`config.mk`:
```
export PLATFORM = sky130hd
export DESIGN_NAME = dedup_recency_queue
export DESIGN_NICKNAME = d
export VERILOG_FILES = /design/src/design/drq_pkg.sv /design/src/design/dedup_recency_queue.sv /design/src/design/drq_ram.sv
export SDC_FILE = /design/constraint.sdc
export NUM_CORES = 1
export LEC_CHECK = 0
export BUFFER_PORTS_ARGS = -buffer_cell sky130_fd_sc_hd__buf_2
export CORE_MARGIN = 2
export CORE_UTILIZATION = 61
export CTS_CLUSTER_DIAMETER = 30
export DETAILED_ROUTE_END_ITERATION = 8
export PLACE_DENSITY = 0.79
export SLEW_MARGIN = 30
export SYNTH_ARGS = -nofsm -noshare
export SYNTH_HDL_FRONTEND = slang
export SYNTH_HIERARCHICAL = 1
export SYNTH_SLANG_ARGS = --single-unit
```
`constraint.sdc`:
```
create_clock -name i_clk -period 7.62 [get_ports i_clk]
set_input_delay 0.381 -clock i_clk [delete_from_list [all_inputs] [get_ports i_clk]]
set_output_delay 0.381 -clock i_clk [all_outputs]
set_load 0.005 [all_outputs]
```
`src/design/drq_pkg.sv`:
```
package drq_pkg;

    typedef struct packed {
        logic       cmd;
        logic [7:0] item_in;
    } t_cmd_beat;

    typedef struct packed {
        logic [7:0] item_out;
        logic [1:0] status;
        logic       replaced;
        logic [4:0] count;
    } t_res_beat;

    typedef enum logic [1:0] {
        ST_IDLE,
        ST_GET,
        ST_SCAN
    } t_state;

    localparam logic CMD_PUT = 1'b0;
    localparam logic CMD_GET = 1'b1;

    localparam logic [1:0] STS_OK    = 2'd0;
    localparam logic [1:0] STS_EMPTY = 2'd1;
    localparam logic [1:0] STS_FULL  = 2'd2;

endpackage

```
`src/design/dedup_recency_queue.sv`:
```
// Channel | Ports                     | Handshake
// --------+---------------------------+-------------------------------------
// command | i_cmd (cmd, item_in)      | taken when i_start high, o_busy low
// result  | o_res (item_out, status,  | valid for one cycle with o_done;
//         |        replaced, count)   | no back-pressure
//
// Entries sit in a circular buffer in one RAM with a registered read.
// A get reads the oldest entry, then returns it; a put into an empty queue or a
// failing get ends at the accept. Other puts take the accept, one RAM read per
// entry to search and close the gap, one for the last read, then the write.
// Synchronous reset empties the queue; RAM contents are left as they are.
// Results are registered out of the last step and cannot be stalled.
module dedup_recency_queue #(
    parameter int DEPTH = 16
) (
    input  logic               i_clk,
    input  logic               i_rst_n,
    input  logic               i_start,
    input  drq_pkg::t_cmd_beat i_cmd,
    output logic               o_busy,
    output logic               o_done,
    output drq_pkg::t_res_beat o_res
);
    import drq_pkg::*;

    localparam int AW = $clog2(DEPTH);
    localparam int CW = $clog2(DEPTH + 1);

    t_state        r_state, n_state;
    logic [AW-1:0] r_head, n_head;
    logic [CW-1:0] r_count, n_count;
    logic [AW-1:0] r_rptr, n_rptr;
    logic [AW-1:0] r_src, n_src;
    logic [AW-1:0] r_dst, n_dst;
    logic [CW-1:0] r_idx, n_idx;
    logic          r_dv, n_dv;
    logic          r_found, n_found;
    logic [7:0]    r_item, n_item;
    logic          r_done, n_done;
    t_res_beat     r_res, n_res;

    logic          mem_we;
    logic [AW-1:0] mem_waddr;
    logic [7:0]    mem_wdata;
    logic [AW-1:0] mem_raddr;
    logic [7:0]    mem_rdata;
    logic          scan_end;

    function automatic logic [AW-1:0] f_inc(input logic [AW-1:0] p);
        return (p == AW'(DEPTH - 1)) ? '0 : p + 1'b1;
    endfunction

    function automatic logic [4:0] f_cnt5(input logic [CW-1:0] c);
        logic [CW+4:0] w;
        w = {5'b0, c};
        return w[4:0];
    endfunction

    drq_ram #(
        .DEPTH (DEPTH),
        .AW    (AW)
    ) u_ram (
        .i_clk   (i_clk),
        .i_we    (mem_we),
        .i_waddr (mem_waddr),
        .i_wdata (mem_wdata),
        .i_raddr (mem_raddr),
        .o_rdata (mem_rdata)
    );

    assign scan_end = !r_dv && (r_idx == r_count);

    always_comb begin
        n_state = r_state;
        unique case (r_state)
            ST_IDLE: begin
                if (i_start && r_count != '0) begin
                    n_state = (i_cmd.cmd == CMD_GET) ? ST_GET : ST_SCAN;
                end
            end
            ST_GET: begin
                n_state = ST_IDLE;
            end
            ST_SCAN: begin
                if (scan_end) begin
                    n_state = ST_IDLE;
                end
            end
            default: begin
                n_state = ST_IDLE;
            end
        endcase
    end

    always_comb begin
        n_head    = r_head;
        n_count   = r_count;
        n_rptr    = r_rptr;
        n_src     = r_src;
        n_dst     = r_dst;
        n_idx     = r_idx;
        n_dv      = 1'b0;
        n_found   = r_found;
        n_item    = r_item;
        n_done    = 1'b0;
        n_res     = r_res;
        mem_we    = 1'b0;
        mem_waddr = r_dst;
        mem_wdata = r_item;
        mem_raddr = r_rptr;
        unique case (r_state)
            ST_IDLE: begin
                mem_raddr = r_head;
                if (i_start) begin
                    n_item = i_cmd.item_in;
                    if (i_cmd.cmd == CMD_GET) begin
                        if (r_count == '0) begin
                            n_done = 1'b1;
                            n_res  = '{item_out: 8'd0, status: STS_EMPTY, replaced: 1'b0,
                                       count: f_cnt5(r_count)};
                        end
                    end else if (r_count == '0) begin
                        mem_we    = 1'b1;
                        mem_waddr = r_head;
                        mem_wdata = i_cmd.item_in;
                        n_count   = CW'(1);
                        n_done    = 1'b1;
                        n_res     = '{item_out: 8'd0, status: STS_OK, replaced: 1'b0,
                                      count: f_cnt5(CW'(1))};
                    end else begin
                        n_rptr  = r_head;
                        n_idx   = '0;
                        n_found = 1'b0;
                    end
                end
            end
            ST_GET: begin
                n_head  = f_inc(r_head);
                n_count = r_count - 1'b1;
                n_done  = 1'b1;
                n_res   = '{item_out: mem_rdata, status: STS_OK, replaced: 1'b0,
                            count: f_cnt5(r_count - 1'b1)};
            end
            ST_SCAN: begin
                if (r_idx != r_count) begin
                    n_src  = r_rptr;
                    n_rptr = f_inc(r_rptr);
                    n_idx  = r_idx + 1'b1;
                    n_dv   = 1'b1;
                end
                if (r_dv) begin
                    if (r_found) begin
                        mem_we    = 1'b1;
                        mem_waddr = r_dst;
                        mem_wdata = mem_rdata;
                        n_dst     = r_src;
                    end else if (mem_rdata == r_item) begin
                        n_found = 1'b1;
                        n_dst   = r_src;
                    end
                end
                if (scan_end) begin
                    n_done = 1'b1;
                    if (r_found) begin
                        mem_we    = 1'b1;
                        mem_waddr = r_dst;
                        n_res     = '{item_out: 8'd0, status: STS_OK, replaced: 1'b1,
                                      count: f_cnt5(r_count)};
                    end else if (r_count != CW'(DEPTH)) begin
                        mem_we    = 1'b1;
                        mem_waddr = r_rptr;
                        n_count   = r_count + 1'b1;
                        n_res     = '{item_out: 8'd0, status: STS_OK, replaced: 1'b0,
                                      count: f_cnt5(r_count + 1'b1)};
                    end else begin
                        n_res     = '{item_out: 8'd0, status: STS_FULL, replaced: 1'b0,
                                      count: f_cnt5(r_count)};
                    end
                end
            end
            default: begin
                n_dv = 1'b0;
            end
        endcase
    end

    always_ff @(posedge i_clk) begin
        if (!i_rst_n) begin
            r_state <= ST_IDLE;
            r_head  <= '0;
            r_count <= '0;
            r_dv    <= 1'b0;
            r_found <= 1'b0;
            r_done  <= 1'b0;
        end else begin
            r_state <= n_state;
            r_head  <= n_head;
            r_count <= n_count;
            r_dv    <= n_dv;
            r_found <= n_found;
            r_done  <= n_done;
        end
    end

    always_ff @(posedge i_clk) begin
        r_rptr <= n_rptr;
        r_src  <= n_src;
        r_dst  <= n_dst;
        r_idx  <= n_idx;
        r_item <= n_item;
        r_res  <= n_res;
    end

    assign o_busy = (r_state != ST_IDLE);
    assign o_done = r_done;
    assign o_res  = r_res;

endmodule

```
`src/design/drq_ram.sv`:
```
module drq_ram #(
    parameter int DEPTH = 16,
    parameter int AW    = 4
) (
    input  logic          i_clk,
    input  logic          i_we,
    input  logic [AW-1:0] i_waddr,
    input  logic [7:0]    i_wdata,
    input  logic [AW-1:0] i_raddr,
    output logic [7:0]    o_rdata
);

    logic [7:0] r_mem [DEPTH];
    logic [7:0] r_rdata;

    always_ff @(posedge i_clk) begin
        if (i_we) begin
            r_mem[i_waddr] <= i_wdata;
        end
    end

    always_ff @(posedge i_clk) begin
        r_rdata <= r_mem[i_raddr];
    end

    assign o_rdata = r_rdata;

endmodule

```
==> results.tsv, run 1 <==
stage	metric	value	unit
critical_path	highest-delay cell along the critical path	nor2_1	
clock_network	CTS Buf Count	17	
finish	commonest non-fill, non-tap cell in the layout	edfxtp_1	
clock_network	CTS tree	done	
critical_path	crit-path max cell delay	740	ps
place	placer congestion estimate	0.861	
detailed_routing	Via density	6.71	
finish	number of antenna diodes	0	
pwr	Net Sw Power	0.706	mW
logic_synthesis	number of synthesized register bits	191	
critical_path	Crit Path Category	reg -> reg	
logic_synthesis	fraction of the mapped netlist area in compound gates	7.65	%
pwr	Switching Share	27.3	%
logic_synthesis	Post-Synth Simple-Gate Area	8.10	%
pwr	Leak Pwr	3.08	nW
sta	fin. max-slew vios	0	
floorplanning	Initial Util	62.6	%
logic_synthesis	dominant synthesized flop cell	edfxtp_1	
logic_synthesis	XOR/XNOR share of the synthesized area	2.21	%
sta	worst hold slack	173	ps
finish	Final nets	580	
global_route	first-pass GRT wire length	27300	um
logic_synthesis	FFs w/ async S/R, synth	0	%
global_route	vias in the first global route	4851	
pwr	P per Cell Area	284	nW/um^2
clock_network	CTS H-Tree Depth	4	
logic_synthesis	YS warnings	6	
logic_synthesis	synthesized instance count	539	
status	status	finished clean	
finish	Area Overhead vs Synth	9.61	%
global_route	grt total ovfl	0	
sta	Rel. slew slack	39.6	%
detailed_routing	DRC Markers	0	
logic_synthesis	Synth Cell Area	8320	um^2
logic_synthesis	EDFF count, synth	169	
flow_run	# Max-Cap Violations	0	
floorplanning	io pins	30	
clock_network	worst skew pair latency	420	ps
sta	Final min period	4260	ps
finish	commonest cells after routing, fill and taps aside	169 x edfxtp_1, 32 x nor2_1, 29 x buf_2	
critical_path	most frequent CP cell	nor2_1	
sta	RSZ-0062 raised after global routing	false	
sta	final hold violations	0	
detailed_routing	DR WL/cell	23.3	um
clock_network	Resized Gates After CTS	0	
floorplanning	chip width	121	um
floorplanning	Core Region	13300	um^2
logic_synthesis	Synth Area in Adders	1.35	%
global_route	largest net degree at the start of global routing	33	
finish	fillers	817	
logic_synthesis	distinct cell type count after synthesis	60	
min_path	Min-Delay Path Class	in -> reg	
global_route	global-route usage over all layers	25.5	%
detailed_routing	1st-pass router iterations	6	
sta	setup_tns	0	ps
logic_synthesis	syn nets	560	
detailed_routing	total routed wirelength	17500	um
clock_network	clock buffer depth	2	
sta	Slew @ Worst Pin	897	ps
critical_path	CP top delay family	simple AND/OR/NAND/NOR gates	
critical_path	maximum fanout along the worst path	9	
place	DP HPWL	11400	um
clock_network	Worst-path clk slew	70	ps
sta	Final setup viols	0	
sta	period utilisation layout	55.9	%
finish	Finished Layout Cells	748	
floorplanning	Rows	42	
floorplanning	die area	14600	um^2
logic_synthesis	Avg Synthesized Cell Area	15.4	um^2
clock_network	root buf cell	clkbuf_16	
sta	final setup margin	3360	ps
logic_synthesis	mux contribution to synthesized area	11.4	%
floorplanning	DIE HEIGHT	121	um
clock_network	Clock Sinks	191	
detailed_routing	via count	5019	
critical_path	Critical Path Sink Type	flip-flop	
clock_network	Post-CTS Hold Buffers	0	
logic_synthesis	largest family of logic cells by synthesized area	multiplexers	
detailed_routing	Initial DRC Count	859	
pwr	Comb pwr share	16.6	%
sta	clock skew	7.55	ps
place	dpl ws	3530	ps
critical_path	Critical path buffers and inverters	1	
global_route	initial antenna violation count	0	
sta	Fmax	0.235	GHz
detailed_routing	post-route ant nets	0	
critical_path	Critical Path Start Type	flip-flop	
place	number of port buffers	29	
critical_path	Required @ worst endpoint	7670	ps
critical_path	Cell Chain, Critical Path	inv_1, ha_1, nor4bb_1, nor2_1, nor4b_2, mux2i_1, o21ai_0, nand2b_1, nor2_1	
clock_network	Post-CTS Setup Inserts	0	
place	placed insts	716	
pwr	Worst IR Drop VDD	0.194	mV
critical_path	Worst Path Arrival	4310	ps
pwr	Internal	1.88	mW
pwr	clock power share	32.8	%
logic_synthesis	Seq/Total Area, Yosys	66.3	%
pwr	Seq pwr share	50.5	%
finish	share of cells above drive strength 1	17.5	%
==> metal layers <==
layer | vias to the layer above | routed length [um] | track usage [%]
met2 | 298 | 8750 | 41.6
met4 | 0 | 273 | 6.90
met1 | 2518 | 6920 | 34.7
met5 | - | 0 | 0
met3 | 28 | 1520 | 6.51
li1 | 2175 | - | -
==> cell type report <==
class / instances / area, um^2 / share of cell area, %
tap: 176 / 220 / 2.41
multi-input combinational: 296 / 2570 / 28.2
timing repair buffer: 33 / 175 / 1.92
clock inverter: 13 / 133 / 1.45
clock buffer: 19 / 433 / 4.75
inverter: 20 / 75.1 / 0.823
sequential: 191 / 5520 / 60.5
==> state kept, by name, summed over array words and instances, names as in the netlist <==
register / flops
u_ram/r_mem: 128
o_res: 16
r_item: 8
u_ram/o_rdata: 8
r_count: 5
r_idx: 5
r_dst: 4
r_head: 4
r_rptr: 4
r_src: 4
r_state: 2
o_done: 1
r_dv: 1
r_found: 1
==> worst reg2reg max path: cells and delay by family, from the launching register on <==
kind,cells,cell delay (ps)
buf+inv,1,130
fa+ha+maj,1,300
flops,1,500
compound gates,1,730
simple gates,5,2070
mux,1,150
==> kinds of logic after synthesis <==
family	count (synthesis)
buffers and inverters	52
flip-flops	191
adder cells (fa/ha/maj)	9
AND/OR/NAND/NOR	128
multiplexers	48
XOR/XNOR	21
AO/OA/AOI/OAI	90
==> power groups by stage <==
stage / Combinational (mW) / Sequential, mW / Clock [mW]
floorplan: 0.297 / 1.32 / 0
global placement: 0.408 / 1.32 / 0
detailed placement: 0.425 / 1.33 / 0
CTS: 0.428 / 1.31 / 0.857
global route: 0.466 / 1.31 / 0.905
finish: 0.431 / 1.31 / 0.850
==> Yosys cell counts (8+ instances only) <==
| cell | instances | area share, % |
|---|---|---|
| a21oi_1 | 14 | 0.84 |
| a222oi_1 | 8 | 0.96 |
| a22oi_1 | 20 | 1.8 |
| and3_1 | 11 | 0.83 |
| clkbuf_1 | 16 | 0.72 |
| dfxtp_1 | 22 | 5.3 |
| edfxtp_1 | 169 | 61 |
| ha_1 | 9 | 1.4 |
| inv_1 | 20 | 0.90 |
| mux2_2 | 9 | 1.2 |
| mux4_1 | 14 | 4.4 |
| mux4_2 | 18 | 4.9 |
| nand2_1 | 28 | 1.3 |
| nand3_1 | 9 | 0.54 |
| nor2_1 | 32 | 1.4 |
| nor3_1 | 12 | 0.72 |
| o21ai_0 | 18 | 1.1 |
| xnor2_1 | 16 | 1.7 |
==> stage by stage <==
step | util, % | cell area (um^2) | power [mW]
4_1_cts | 68.6 | 9120 | 2.59
3_3_place_gp | 64.2 | 8540 | 1.73
6_report | 68.6 | 9120 | 2.59
5_1_grt | 68.6 | 9120 | 2.68
2_1_floorplan | - | 8320 | 1.61
3_5_place_dp | 64.3 | 8550 | 1.75
==> final timing paths <==
check	slack, ps	end	from	cells after the start
worst max-delay path	3360	u_ram/r_mem[10][1]	r_count[0]	9
worst min-delay path	170	r_item[2]	i_cmd[2]	1
worst max register to register	3360	u_ram/r_mem[10][1]	r_count[0]	9
worst min register to register	420	r_dst[3]	r_src[3]	0
Note: power is estimated with default switching activity, not from simulation.
==> inputs of run 2 (changes only) <==
==> constraint.sdc (replaced) <==
create_clock -name i_clk -period 4 [get_ports i_clk]
set_input_delay 0.2 -clock i_clk [delete_from_list [all_inputs] [get_ports i_clk]]
set_output_delay 0.2 -clock i_clk [all_outputs]
set_load 0.005 [all_outputs]
==> run 2 against run 1 <==
Cell count grew 3.2%. Sequential cell count unchanged. Critical path depth stayed put. Register-to-register slack got worse by 3200 ps. Critical endpoint is now u_ram/r_mem[9][2]. Largest cell class unchanged.
==> results.tsv, run 2 (synthesis gave the netlist of run 1 again) <==
stage	metric	value	unit
global_route	vias in the first global route	4980	
clock_network	Clock Sinks	191	
place	placer congestion estimate	0.892	
finish	max reg flops	128	
global_route	global-route usage over all layers	26.4	%
detailed_routing	post-route ant nets	0	
floorplanning	chip width	121	um
clock_network	CTS Buf Count	17	
critical_path	Required @ worst endpoint	4060	ps
finish	Final nets	604	
sta	period utilisation layout	95.0	%
global_route	M3 GR Usage	6.18	%
status	status	finished clean	
sta	Fmax	0.263	GHz
sta	setup_tns	0	ps
finish	Area Overhead vs Synth	12.5	%
global_route	first-pass GRT wire length	28000	um
finish	commonest cells after routing, fill and taps aside	169 x edfxtp_1, 29 x nor2_1, 29 x buf_2	
global_route	grt total ovfl	0	
place	placed insts	732	
critical_path	Worst Path Arrival	3870	ps
sta	Rel. slew slack	44.8	%
critical_path	reg2reg setup slack	200	ps
sta	Slew @ Worst Pin	817	ps
clock_network	clock buffer depth	2	
place	dpl ws	215	ps
critical_path	maximum fanout along the worst path	10	
floorplanning	io pins	30	
clock_network	CTS tree	done	
critical_path	critical path startpoint	r_count[1]	
flow_run	# Max-Cap Violations	0	
detailed_routing	DR WL/cell	23.2	um
clock_network	CTS H-Tree Depth	4	
clock_network	Worst-path clk slew	70	ps
sta	worst hold slack	83.2	ps
floorplanning	Initial Util	62.6	%
sta	clock skew	11.1	ps
finish	register bank with the most flops	u_ram/r_mem	
floorplanning	DIE HEIGHT	121	um
sta	RSZ-0062 raised after global routing	true	
sta	Final min period	3800	ps
clock_network	worst skew pair latency	440	ps
floorplanning	die area	14600	um^2
clock_network	root buf cell	clkbuf_16	
detailed_routing	Via density	6.64	
global_route	met1 GRT Util	36.5	%
global_route	met2 Resource Use GR	41.9	%
critical_path	r2r startpoint	r_count[1]	
detailed_routing	Initial DRC Count	802	
critical_path	Critical Path Sink Type	flip-flop	
critical_path	R2R cell count	9	
sta	Final setup viols	0	
finish	Finished Layout Cells	772	
detailed_routing	DRC Markers	0	
sta	fin. max-slew vios	0	
global_route	largest net degree at the start of global routing	33	
floorplanning	Core Region	13300	um^2
clock_network	Post-CTS Setup Inserts	0	
detailed_routing	total routed wirelength	17900	um
finish	commonest non-fill, non-tap cell in the layout	edfxtp_1	
pwr	P per Cell Area	541	nW/um^2
global_route	initial antenna violation count	0	
sta	final setup margin	199	ps
floorplanning	Rows	42	
finish	number of antenna diodes	0	
detailed_routing	1st-pass router iterations	6	
min_path	Min-Delay Path Class	in -> reg	
detailed_routing	via count	5126	
critical_path	Crit Path Category	reg -> reg	
sta	final hold violations	0	
pwr	Design Power	5.07	mW
critical_path	Worst setup endpoint	u_ram/r_mem[9][2]	
critical_path	Critical Path Start Type	flip-flop	
critical_path	R2R Path End	u_ram/r_mem[9][2]	
place	DP HPWL	11700	um
pwr	Worst IR Drop VDD	0.365	mV
finish	share of cells above drive strength 1	19.8	%
pwr	Leak Pwr	3.21	nW
global_route	GRT Max-Usage Layer	met2	
place	number of port buffers	29	
==> run 2: layer usage <==
metal	wire length [um]	share of wire, %
met2	8870	50
met3	1350	7.5
met1	7330	41
met5	0	0
met4	359	2.0
==> run 2: worst max-delay path: stages, from the launching register on <==
cell	delay, ps
dfxtp_1	520
inv_1	120
ha_1	270
nor4bb_1	220
nor2_1	210
nor4b_2	630
mux2i_1	160
o21ai_0	410
nand3b_1	250
nor2_1	630
==> run 2: how the worst min path moves through the flow <==
stage              from    endpoint  slack [ps]  cells past startpoint
2_1_floorplan  i_cmd[0]   r_item[0]         300                      0
3_3_place_gp   r_src[3]    r_dst[3]         400                      0
3_5_place_dp   r_src[1]    r_dst[1]         410                      0
4_1_cts         i_rst_n  r_count[0]          60                      2
5_1_grt         i_rst_n  r_count[0]          80                      2
6_report        i_rst_n  r_count[0]          80                      2
==> run 2: final cells by class <==
cell class | count | area [um^2]
clock buffer | 18 | 429
sequential | 191 | 5520
tap | 176 | 220
fill | 796 | 3930
timing repair buffer | 57 | 388
inverter | 20 | 75.1
clock inverter | 14 | 176
multi-input combinational | 296 | 2560
==> run 2: power by group <==
group | internal, mW | switching, mW | total [mW]
Clock | 0.947 | 0.769 | 1.72
Combinational | 0.327 | 0.529 | 0.856
Sequential | 2.41 | 0.0824 | 2.50
Total | 3.69 | 1.38 | 5.07
==> run 2: timing repair <==
| item | CTS | global route |
|---|---|---|
| setup endpoints to repair | 0 | 40 |
| gates resized for setup | 0 | 3 |
| endpoints found under the hold margin | 8 | 0 |
| hold buffers | 8 | 0 |
==> run 2: metrics by stage <==
stage / utilization, % / cell area (um^2)
4_1_cts: 70.4 / 9360
3_5_place_dp: 65.2 / 8670
5_1_grt: 70.4 / 9360
3_3_place_gp: 65.2 / 8670
2_1_floorplan: - / 8320
6_report: 70.4 / 9360
